### src/sv/msrg_pkg.sv
// Shared types and constants of the multi-axis step rate generator.
`default_nettype none

package msrg_pkg;

  // Number of axes served, one lane each.
  localparam int NUM_AXES = 4;

  // Fixed field widths.
  localparam int MASK_W = 4;
  localparam int RATE_W = 20;
  localparam int ACC_W  = 21;
  localparam int SUM_W  = 22;
  localparam int AXIS_W = 2;

  localparam logic [RATE_W-1:0] TICK_FREQ_RESET = RATE_W'(25000);

  typedef enum logic [1:0] {
    OP_TICK     = 2'd0,
    OP_ATTACH   = 2'd1,
    OP_DETACH   = 2'd2,
    OP_SET_RATE = 2'd3
  } op_t;

  // Command broadcast to every lane for one accepted item.
  typedef struct packed {
    logic              fire;
    op_t               op;
    logic [RATE_W-1:0] tick_frequency;
    logic [RATE_W-1:0] rate_clamped;
    logic              forward;
  } lane_cmd_t;

  // What one lane reports for the item being accepted.
  typedef struct packed {
    logic step;
    logic finished;
    logic attached;
    logic direction;
  } lane_stat_t;

  // One result item.
  typedef struct packed {
    logic [MASK_W-1:0] step_mask;
    logic [MASK_W-1:0] direction_mask;
    logic [MASK_W-1:0] attached_mask;
    logic [MASK_W-1:0] finished_mask;
  } result_t;

endpackage

`default_nettype wire

### src/sv/msrg_lane.sv
// One axis lane: phase accumulator, rate, attach and direction state.
`default_nettype none

module msrg_lane (
  input  wire logic                 clk,
  input  wire logic                 rst,
  input  wire msrg_pkg::lane_cmd_t  cmd,
  input  wire logic                 hit,
  input  wire logic                 keep_going,
  output msrg_pkg::lane_stat_t      stat
);
  import msrg_pkg::*;

  logic [ACC_W-1:0]  acc, acc_next;
  logic [RATE_W-1:0] rate, rate_next;
  logic              attached, attached_next;
  logic              direction, direction_next;
  logic [SUM_W-1:0]  sum;
  logic [SUM_W-1:0]  wrapped;
  logic              step;
  logic              finished;

  assign sum     = SUM_W'(acc) + SUM_W'(rate);
  assign wrapped = sum - SUM_W'(cmd.tick_frequency);

  always_comb begin
    acc_next       = acc;
    rate_next      = rate;
    attached_next  = attached;
    direction_next = direction;
    step           = 1'b0;
    finished       = 1'b0;
    case (cmd.op)
      OP_TICK: begin
        if (attached && (rate != '0)) begin
          if (sum >= SUM_W'(cmd.tick_frequency)) begin
            step = 1'b1;
            if (!keep_going) begin
              rate_next = '0;
              acc_next  = '0;
              finished  = 1'b1;
            end else begin
              acc_next = wrapped[ACC_W-1:0];
            end
          end else begin
            acc_next = sum[ACC_W-1:0];
          end
        end
      end
      OP_ATTACH: begin
        if (hit) begin
          acc_next       = '0;
          rate_next      = '0;
          direction_next = 1'b0;
          attached_next  = 1'b1;
        end
      end
      OP_DETACH: begin
        if (hit) begin
          rate_next     = '0;
          attached_next = 1'b0;
        end
      end
      OP_SET_RATE: begin
        if (hit && attached) begin
          direction_next = cmd.forward;
          rate_next      = cmd.rate_clamped;
          if (cmd.rate_clamped == '0) begin
            acc_next = '0;
          end
        end
      end
      default: begin
      end
    endcase
  end

  always_ff @(posedge clk) begin
    if (rst) begin
      acc       <= '0;
      rate      <= '0;
      attached  <= 1'b0;
      direction <= 1'b0;
    end else if (cmd.fire) begin
      acc       <= acc_next;
      rate      <= rate_next;
      attached  <= attached_next;
      direction <= direction_next;
    end
  end

  assign stat.step      = step;
  assign stat.finished  = finished;
  assign stat.attached  = attached_next;
  assign stat.direction = direction_next;

endmodule

`default_nettype wire

### src/sv/msrg_merge.sv
// Merges the lane reports into result masks and buffers them for output.
`default_nettype none

module msrg_merge (
  input  wire logic                                  clk,
  input  wire logic                                  rst,
  input  wire logic                                  push,
  input  wire msrg_pkg::lane_stat_t [msrg_pkg::NUM_AXES-1:0] stat,
  output logic                                       space,
  output logic                                       out_valid,
  input  wire logic                                  out_ready,
  output msrg_pkg::result_t                          out_data
);
  import msrg_pkg::*;

  logic [NUM_AXES-1:0] step_v, fin_v, att_v, dir_v;
  result_t             merged;
  result_t             main_data, skid_data;
  logic                main_valid, skid_valid;
  logic                pop;

  always_comb begin
    for (int i = 0; i < NUM_AXES; i++) begin
      step_v[i] = stat[i].step;
      fin_v[i]  = stat[i].finished;
      att_v[i]  = stat[i].attached;
      dir_v[i]  = stat[i].direction;
    end
  end

  // Axes beyond the mask width are dropped, missing ones read as zero.
  assign merged.step_mask      = MASK_W'({{MASK_W{1'b0}}, step_v});
  assign merged.direction_mask = MASK_W'({{MASK_W{1'b0}}, dir_v});
  assign merged.attached_mask  = MASK_W'({{MASK_W{1'b0}}, att_v});
  assign merged.finished_mask  = MASK_W'({{MASK_W{1'b0}}, fin_v});

  assign pop   = main_valid && out_ready;
  assign space = !skid_valid;

  always_ff @(posedge clk) begin
    if (rst) begin
      main_valid <= 1'b0;
      skid_valid <= 1'b0;
    end else if (pop) begin
      if (skid_valid) begin
        skid_valid <= 1'b0;
      end else if (!push) begin
        main_valid <= 1'b0;
      end
    end else if (push) begin
      if (!main_valid) begin
        main_valid <= 1'b1;
      end else begin
        skid_valid <= 1'b1;
      end
    end
  end

  always_ff @(posedge clk) begin
    if (pop) begin
      if (skid_valid) begin
        main_data <= skid_data;
      end else if (push) begin
        main_data <= merged;
      end
    end else if (push) begin
      if (!main_valid) begin
        main_data <= merged;
      end else begin
        skid_data <= merged;
      end
    end
  end

  assign out_valid = main_valid;
  assign out_data  = main_data;

endmodule

`default_nettype wire

### src/sv/multi_axis_step_rate_generator.sv
// Top level of the four-axis phase-accumulator step rate generator.
`default_nettype none

// Drives up to four stepper axes from one shared tick. Each input transfer
// carries one operation: a tick, which adds every attached, running axis's
// rate to its phase accumulator and steps each axis whose sum reaches
// tick_frequency; attach, detach, or set rate for one axis. Every input
// transfer yields exactly one output transfer with the step and finished
// masks of that item and the direction and attached masks as they stand
// after it. The axes sit in parallel lanes, each holding its own
// accumulator, rate, direction and attached bit, and all lanes work on the
// same item in the same cycle; the merging stage gathers their bits into
// the masks and holds them in a two-entry output buffer. One item is taken
// every clock cycle while input ready is high; each result is registered in
// the output buffer before it is offered. Input ready depends only on the
// output buffer, so the block keeps accepting while one result waits to be
// taken and stalls only when two are waiting. The tick frequency register
// (reset 25000) is written through the configuration channel, which is
// always ready; it should only be changed while no item is in flight.
// Set-rate requests are clamped to half the tick frequency, rounded down.
module multi_axis_step_rate_generator (
  input  wire logic                            clk,
  input  wire logic                            rst,
  input  wire logic                            cfg_valid,
  output logic                                 cfg_ready,
  input  wire logic [msrg_pkg::RATE_W-1:0]     cfg_data,
  input  wire logic                            in_valid,
  output logic                                 in_ready,
  input  wire logic [1:0]                      operation,
  input  wire logic [msrg_pkg::AXIS_W-1:0]     axis,
  input  wire logic [msrg_pkg::RATE_W-1:0]     steps_per_second,
  input  wire logic                            forward,
  input  wire logic [msrg_pkg::MASK_W-1:0]     keep_going_mask,
  output logic                                 out_valid,
  input  wire logic                            out_ready,
  output logic [msrg_pkg::MASK_W-1:0]          step_mask,
  output logic [msrg_pkg::MASK_W-1:0]          direction_mask,
  output logic [msrg_pkg::MASK_W-1:0]          attached_mask,
  output logic [msrg_pkg::MASK_W-1:0]          finished_mask
);
  import msrg_pkg::*;

  logic [RATE_W-1:0]                  tick_frequency;
  logic [RATE_W-1:0]                  rate_cap;
  lane_cmd_t                          cmd;
  lane_stat_t [NUM_AXES-1:0]          stat;
  logic [NUM_AXES+MASK_W-1:0]         keep_wide;
  logic                               in_fire;
  logic                               space;
  result_t                            out_data;

  // The configuration register accepts a write on every cycle.
  assign cfg_ready = 1'b1;

  always_ff @(posedge clk) begin
    if (rst) begin
      tick_frequency <= TICK_FREQ_RESET;
    end else if (cfg_valid) begin
      tick_frequency <= cfg_data;
    end
  end

  assign in_ready = space;
  assign in_fire  = in_valid && in_ready;

  // The cap is half the threshold; one clamp is shared by all lanes.
  assign rate_cap = tick_frequency >> 1;

  assign cmd.fire           = in_fire;
  assign cmd.op             = op_t'(operation);
  assign cmd.tick_frequency = tick_frequency;
  assign cmd.rate_clamped   = (steps_per_second > rate_cap) ? rate_cap : steps_per_second;
  assign cmd.forward        = forward;

  // Lanes past the width of the keep-going mask see a clear bit.
  assign keep_wide = {{NUM_AXES{1'b0}}, keep_going_mask};

  for (genvar g = 0; g < NUM_AXES; g++) begin : g_lane
    msrg_lane u_lane (
      .clk        (clk),
      .rst        (rst),
      .cmd        (cmd),
      .hit        (int'(axis) == g),
      .keep_going (keep_wide[g]),
      .stat       (stat[g])
    );
  end

  msrg_merge u_merge (
    .clk       (clk),
    .rst       (rst),
    .push      (in_fire),
    .stat      (stat),
    .space     (space),
    .out_valid (out_valid),
    .out_ready (out_ready),
    .out_data  (out_data)
  );

  assign step_mask      = out_data.step_mask;
  assign direction_mask = out_data.direction_mask;
  assign attached_mask  = out_data.attached_mask;
  assign finished_mask  = out_data.finished_mask;

  // An axis can only finish on a tick on which it also stepped.
  assert property (@(posedge clk) disable iff (rst)
    out_valid |-> ((finished_mask & ~step_mask) == '0))
    else $error("finished axis without a step");

  // A stepping axis is attached, and a tick does not change attachment.
  assert property (@(posedge clk) disable iff (rst)
    out_valid |-> ((step_mask & ~attached_mask) == '0))
    else $error("step on a detached axis");

  // The input side only stalls while results are queued for output.
  assert property (@(posedge clk) disable iff (rst)
    !in_ready |-> out_valid)
    else $error("input stalled with an empty output buffer");

  // A configuration write lands in the threshold register.
  assert property (@(posedge clk) disable iff (rst)
    cfg_valid && cfg_ready |=> tick_frequency == $past(cfg_data))
    else $error("tick frequency write lost");

endmodule

`default_nettype wire
### config.mk
export PLATFORM = sky130hd
export DESIGN_NAME = multi_axis_step_rate_generator
export DESIGN_NICKNAME = d
export VERILOG_FILES = /design/src/sv/msrg_pkg.sv /design/src/sv/msrg_lane.sv /design/src/sv/msrg_merge.sv /design/src/sv/multi_axis_step_rate_generator.sv
export SDC_FILE = /design/constraint.sdc
export NUM_CORES = 1
export LEC_CHECK = 0
export BUFFER_PORTS_ARGS = -buffer_cell sky130_fd_sc_hd__buf_2
export CAP_MARGIN = 20
export CELL_PAD_IN_SITES_DETAIL_PLACEMENT = 0
export CELL_PAD_IN_SITES_GLOBAL_PLACEMENT = 1
export CORE_MARGIN = 1
export CORE_UTILIZATION = 48
export CTS_BUF_LIST = sky130_fd_sc_hd__clkbuf_4 sky130_fd_sc_hd__clkbuf_8 sky130_fd_sc_hd__clkbuf_16
export DETAILED_ROUTE_END_ITERATION = 10
export PLACE_DENSITY = 0.79
export SLEW_MARGIN = 25
export SYNTH_ARGS = -nofsm -noshare
export SYNTH_HDL_FRONTEND = slang
export SYNTH_SLANG_ARGS = --single-unit
### constraint.sdc
create_clock -name clk -period 4.8 [get_ports clk]
set_input_delay 0.24 -clock clk [delete_from_list [all_inputs] [get_ports clk]]
set_output_delay 0.24 -clock clk [all_outputs]
set_load 0.01 [all_outputs]
Word level (Yosys, flattened, before mapping)
Index checks and enable logic that the tools add are counted.
- flip-flop bits (word level): 226
- latch bits: 0
- RAM bits: 0
- memory bits (read-only): 0
- bits of input ports: 54
- word-level logic and storage cells: 221
- memories: 0
- add/subtract/negate cells: 8
- multipliers: 0
- div/mod/pow operators: 0
- order comparisons: 5
- equality and inequality tests: 34
- shift operators: 0
- multiplexer cells: 111
- bitwise operators: 1
- reductions and logical operators: 35
- operators with widths (kind ; count):
    $mux 21 ; 21
    $mux 20 ; 21
    $pmux 21 s3 ; 4
    $pmux 20 s3 ; 4
    $add 21x20->22 ; 4
    $ge 22x20->1 ; 4
    $sub 21x20->21 ; 4
    $mux 16 ; 5
    $reduce_bool 20->1 ; 4
    $mux 1 ; 48
    $reduce_and 6->1 ; 8
    $ne 2x1->1 const B ; 21
    $gt 20x19->1 ; 1
    $logic_not 20->1 ; 1
    $pmux 1 s2 ; 8
    $ne 2x2->1 const B ; 7
    $logic_and 1x1->1 ; 10
    $reduce_and 3->1 ; 3
    $eq 2x2->1 const B ; 4
    $eq 2x1->1 const B ; 2
    $logic_not 2->1 ; 2
    $reduce_bool 2->1 ; 2
    $reduce_or 2->1 ; 2
    $reduce_bool 3->1 ; 1
    3 further kinds ; 3

Depth between registers and ports, before layout
- word-level depth: 8
- gate-level depth with buffers: 20
- depth with buffers taken out: 19

Modules after synthesis
A second synthesis with hierarchy kept.
- cells, all modules: 2467
- area, all modules: 19966.6 um2
- modules (own cells, without submodules) (module ; times used ; cells each ; area an instance (um2)):
    msrg_lane at g_lane[1].u_lane ... ; 2 ; 557 ; 4252.8
    msrg_lane at g_lane[3].u_lane ; 1 ; 570 ; 4370.4
    msrg_lane at g_lane[0].u_lane ; 1 ; 556 ; 4272.8
    multi_axis_step_rate_generator ; 1 ; 165 ; 1520.2
    msrg_merge ; 1 ; 62 ; 1297.5

Worst setup path after synthesis
OpenSTA, ideal clock, no wires.
- kind: reg2reg
- from: register g_lane[0].u_lane.rate[0]
- to: register g_lane[0].u_lane.acc[19]
- library setup time: 133 ps
- arrival time: 4145 ps
- setup slack: 522 ps
- cell stages (with the launch flop): 20
- buffers on the path: 1
- period minus slack after synthesis: 4278 ps
- cell sequence: dfxtp_1 > ha_1 > fa_1 > a211oi_1 > o21bai_1 > a211o_1 > a21oi_4 > o21ai_0 > xor2_1 > ha_1 > a21o_1 > a21o_1 > a21o_1 > a221o_1 > a21oi_1 > a2bb2oi_2 > nand2_1 > buf_4 > nand3_1 > o221ai_1
- word-level cells in the longest chain between the ends: 6
- elaborated cells between the ends (all ways): 11
- those cells by class: add/sub: 2; order compare: 1; eq/ne: 1; mux: 4; reduce/logical: 3
- RTL lines (what ; RTL line ; source):
    from (decl) ; msrg_lane.sv:15 ; logic [RATE_W-1:0] rate, rate_next;
    from (signal assigned) ; msrg_lane.sv:86 ; rate <= rate_next;
    $add 21x20->22 ; msrg_lane.sv:23 ; assign sum = SUM_W'(acc) + SUM_W'(rate);
    $sub 21x20->21 ; msrg_lane.sv:24 ; assign wrapped = sum - SUM_W'(cmd.tick_frequency);
    $mux 21 ; msrg_lane.sv:38 ; if (!keep_going) begin
    $mux 21 ; msrg_lane.sv:36 ; if (sum >= SUM_W'(cmd.tick_frequency)) begin
    $mux 21 ; msrg_lane.sv:35 ; if (attached && (rate != '0)) begin
    $pmux 21 s3 ; msrg_lane.sv:33 ; case (cmd.op)
    to (signal assigned) ; msrg_lane.sv:85 ; acc <= acc_next;
    to (decl) ; msrg_lane.sv:14 ; logic [ACC_W-1:0] acc, acc_next;
Parallel ways exist; a longest one is shown, timed or not. The select of a mux whose other input is x is not followed.
A chain may end at the register's enable or synchronous reset.

Final worst setup path
- from: register g_lane[2].u_lane.acc[2]
- to: register g_lane[2].u_lane.rate[19]
- word-level cells in the longest chain between the ends: 4
- RTL lines (what ; RTL line):
    from (decl) ; msrg_lane.sv:14
    from (signal assigned) ; msrg_lane.sv:85
    $add 21x20->22 ; msrg_lane.sv:23
    $ge 22x20->1 ; msrg_lane.sv:36
    $ne 2x1->1 (no line) ; -
    $reduce_and 6->1 (no line) ; -
    to (signal assigned) ; msrg_lane.sv:86
    to (decl) ; msrg_lane.sv:15
No other way between the ends.

==> results.sh <==
export IMPL_nets=2529
export IMPL_drv_slew=0
export IMPL_area_growth_pct=13.9
export IMPL_die_area_um2=38100
export IMPL_synth_cell_types=85
export IMPL_ys_warnings_count=0
export IMPL_setup_viol=0
export IMPL_rows=70
export IMPL_synth_top_cell_area_share_pct=21.7
export IMPL_cp_start_kind="flop"
export IMPL_cpMaxStageDelayCell="a221o_1"
export IMPL_syn_num_nets=2422
export IMPL_synth_seq_cells=226
export IMPL_gp_congestion=0.929
export IMPL_place_hpwl_um=44000
export IMPL_synth_commonest_cells="nand2_1 (265), dfxtp_1 (194), ha_1 (183)"
export IMPL_drc=0
export IMPL_finish_utilization_pct=55.7
export IMPL_cp_cell_sequence="ha_2, nand3_1, o2111ai_2, nand2_2, a211o_1, o21a_1, o21bai_1, a21oi_1, xnor2_1, ha_1, a21o_1, a21o_1, a21oi_4, buf_4, a221oi_4, o41ai_2, buf_4, a221o_1, clkbuf_16, and3_1"
export IMPL_hold_violations=0
export IMPL_track_usage_pct=30.4
export IMPL_critical_path_class="reg2reg"
export IMPL_antenna_found_initial=1
export IMPL_slew_headroom_pct=32.1
export IMPL_cp_end_kind="flop"
export IMPL_rsz0062_at_grt="true"
export IMPL_core_area_um2=36700
export IMPL_synth_area_leaders="dfxtp_1 (22%), ha_1 (13%), nand2_1 (5.5%)"
export IMPL_synth_most_common_cell="nand2_1"
export IMPL_cts_root_buf="clkbuf_16"
export IMPL_yosysSeqAreaShare_pct=27.0
export IMPL_skew_ns=0.0108
export IMPL_drt_pass1_iter_count=5
export IMPL_initial_core_util_pct=48.9
export IMPL_ir_drop_v=0.000209
export IMPL_htree_levels=1
export IMPL_cp_arrival_ns=5.06
export IMPL_synth_async_sr_flop_share_pct=0
export IMPL_timing_final_ws_setup_ns=0.195
export IMPL_ant_nets=0
export IMPL_synth_largest_area_cell="dfxtp_1"
export IMPL_crit_family="compound AO/OA/AOI/OAI gates"
export IMPL_synth_main_ff_cell="dfxtp_1"
export IMPL_drt_iter0_drc=1082
export IMPL_place_ws_ns=0.0157
export IMPL_die_h_um=195
export IMPL_wirelength_um=59100
export IMPL_vias_per_cell=6.10
export IMPL_p_leak_nw=8.99
export IMPL_num_fill_cells=3403
export IMPL_grt_pass1_vias=16100
export IMPL_required_ns=5.26
export IMPL_hp_class="in2reg"
export IMPL_crit_fanout=10
export IMPL_worst_slew_pin_slew_ns=1.02
export IMPL_status="finished, final reports clean"
export IMPL_syn_inst=2177
export IMPL_maxCapViolCount=0
export IMPL_portBuffers=71
export IMPL_power_density_nw_per_um2=249
export IMPL_grt_max_degree=67
export IMPL_clock_sinks=226
export IMPL_max_freq_mhz=217
export IMPL_crit_buf_inv=3
export IMPL_grt_overflow=0
export IMPL_cts_tree="done"
export IMPL_grt_pass1_wl_um=90900
export IMPL_num_io_pins=73
export IMPL_mappedNetlistArea_um2=17900
export IMPL_layout_min_cycle_time_ns=4.60
export IMPL_cts_inserted_buffers=27
export IMPL_synth_edf_count=32
export IMPL_vias=16900
export IMPL_critPathMaxStageDelay_ns=0.39
export IMPL_fin_crit_sh_pct=95.9
export IMPL_dieWidth_um=195
export IMPL_syn_area_per_cell_um2=8.24
export IMPL_cts_path_max_buffers=3
export IMPL_clk_latency_ns=0.56
export IMPL_drive_above_1_share_pct=12.3
export IMPL_clk_pin_slew_ns=0.06
export IMPL_wire_per_inst_um=21.3
[power breakdown]
group | internal, W | leakage [nW] | switching, W
logic | 0.000367 | 6.66 | 0.000580
clock network | 0.00124 | 0.455 | 0.000884
registers | 0.00197 | 1.87 | 0.0000424
total | 0.00357 | 8.99 | 0.00151
[routing by layer]
metal | share of wire [%] | vias to the layer above | global-route usage, %
met5 | 0 | - | 0
met4 | 4.5 | 0 | 13.5
met3 | 5.8 | 115 | 3.78
met2 | 45 | 508 | 49.2
met1 | 44 | 8033 | 40.6
li1 | - | 8268 | -
[tightest hold or removal path, cell delays in order]
cell and delay [ns]:
buf_2 0.11, a21oi_1 0.13, a211oi_1 0.05
[final timing paths]
kind	endpoint	slack [ns]	depth (start not counted)	start
worst max-delay path	g_lane[2].u_lane.rate[19]	0.20	20	g_lane[2].u_lane.acc[2]
worst max register to register	g_lane[2].u_lane.rate[19]	0.20	20	g_lane[2].u_lane.acc[2]
worst min-delay path	u_merge.skid_valid	0.02	3	in_valid
worst min register to register	g_lane[0].u_lane.acc[12]	0.46	2	g_lane[0].u_lane.acc[12]
[stage by stage]
step	total power (W)	setup TNS [ns]	area, µm²	instances	hold slack (ns)
after detailed placement	0.00293	0	19000	2687	0.450
final	0.00508	0	20400	2776	0.0218
after floorplan	0.00264	0	17900	2177	0.340
after global placement	0.00292	0	19000	2687	0.439
after global routing	0.00526	-0.0313	20400	2773	0.00964
after CTS	0.00507	0	20100	2757	0.00417
[registers in the layout, summed over array words and instances, names as in the netlist]
signal	cells
u_merge.skid_valid	1
g_lane.u_lane.direction	4
tick_frequency	20
g_lane.u_lane.rate	80
g_lane.u_lane.attached	4
g_lane.u_lane.acc	84
u_merge.out_valid	1
u_merge.skid_data	16
u_merge.out_data	16
[cells in the final DEF (no fill, tap or decap), drive strengths merged, types with 10 or more instances in the layout]
master / count
inv: 84
o21ai: 118
buf: 137
a221o: 21
edfxtp: 32
xnor2: 79
nor4: 38
nor2b: 23
nand3: 90
nor3: 31
clkinv: 10
a211oi: 26
o31ai: 10
and3: 21
a31oi: 42
dlygate4sd3: 20
clkbuf: 37
o21a: 28
a22o: 17
mux2i: 99
o21bai: 16
dfxtp: 194
mux2: 22
xor2: 46
o211ai: 41
nor2: 148
nand2: 265
ha: 183
a21oi: 144
nand4: 30
nand2b: 28
and2: 31
a21o: 62
[cell type report]
cell class / count / area, µm² / share of cell area [%]
Multi-Input combinational cell: 1787 / 12600 / 61.8
Sequential cell: 226 / 4840 / 23.7
Timing Repair Buffer: 159 / 1140 / 5.59
Clock buffer: 35 / 766 / 3.75
Tap cell: 468 / 586 / 2.87
Inverter: 83 / 314 / 1.54
Clock inverter: 15 / 149 / 0.729
Antenna cell: 3 / 7.51 / 0.0368
[logic make-up after synthesis]
group	count (synthesis)	synth area share [%]
other cells	1	0.0209
buf+inv	164	3.76
compound gates	603	22.6
simple gates	746	19.9
mux	121	6.91
xor+xnor	125	6.11
flops	226	27.0
fa+ha+maj	191	13.7
[repair_timing]
action | in CTS | in global routing
cloned | 0 | 2
hold buffers | 20 | 0
setup buffers | 0 | 14
pin swaps | 0 | 17
gates resized for setup | 1 | 42
endpoints found under the setup margin | 1 | 149
endpoints found under the hold margin | 20 | 0
No activity file was read; power rests on OpenSTA's default activity.
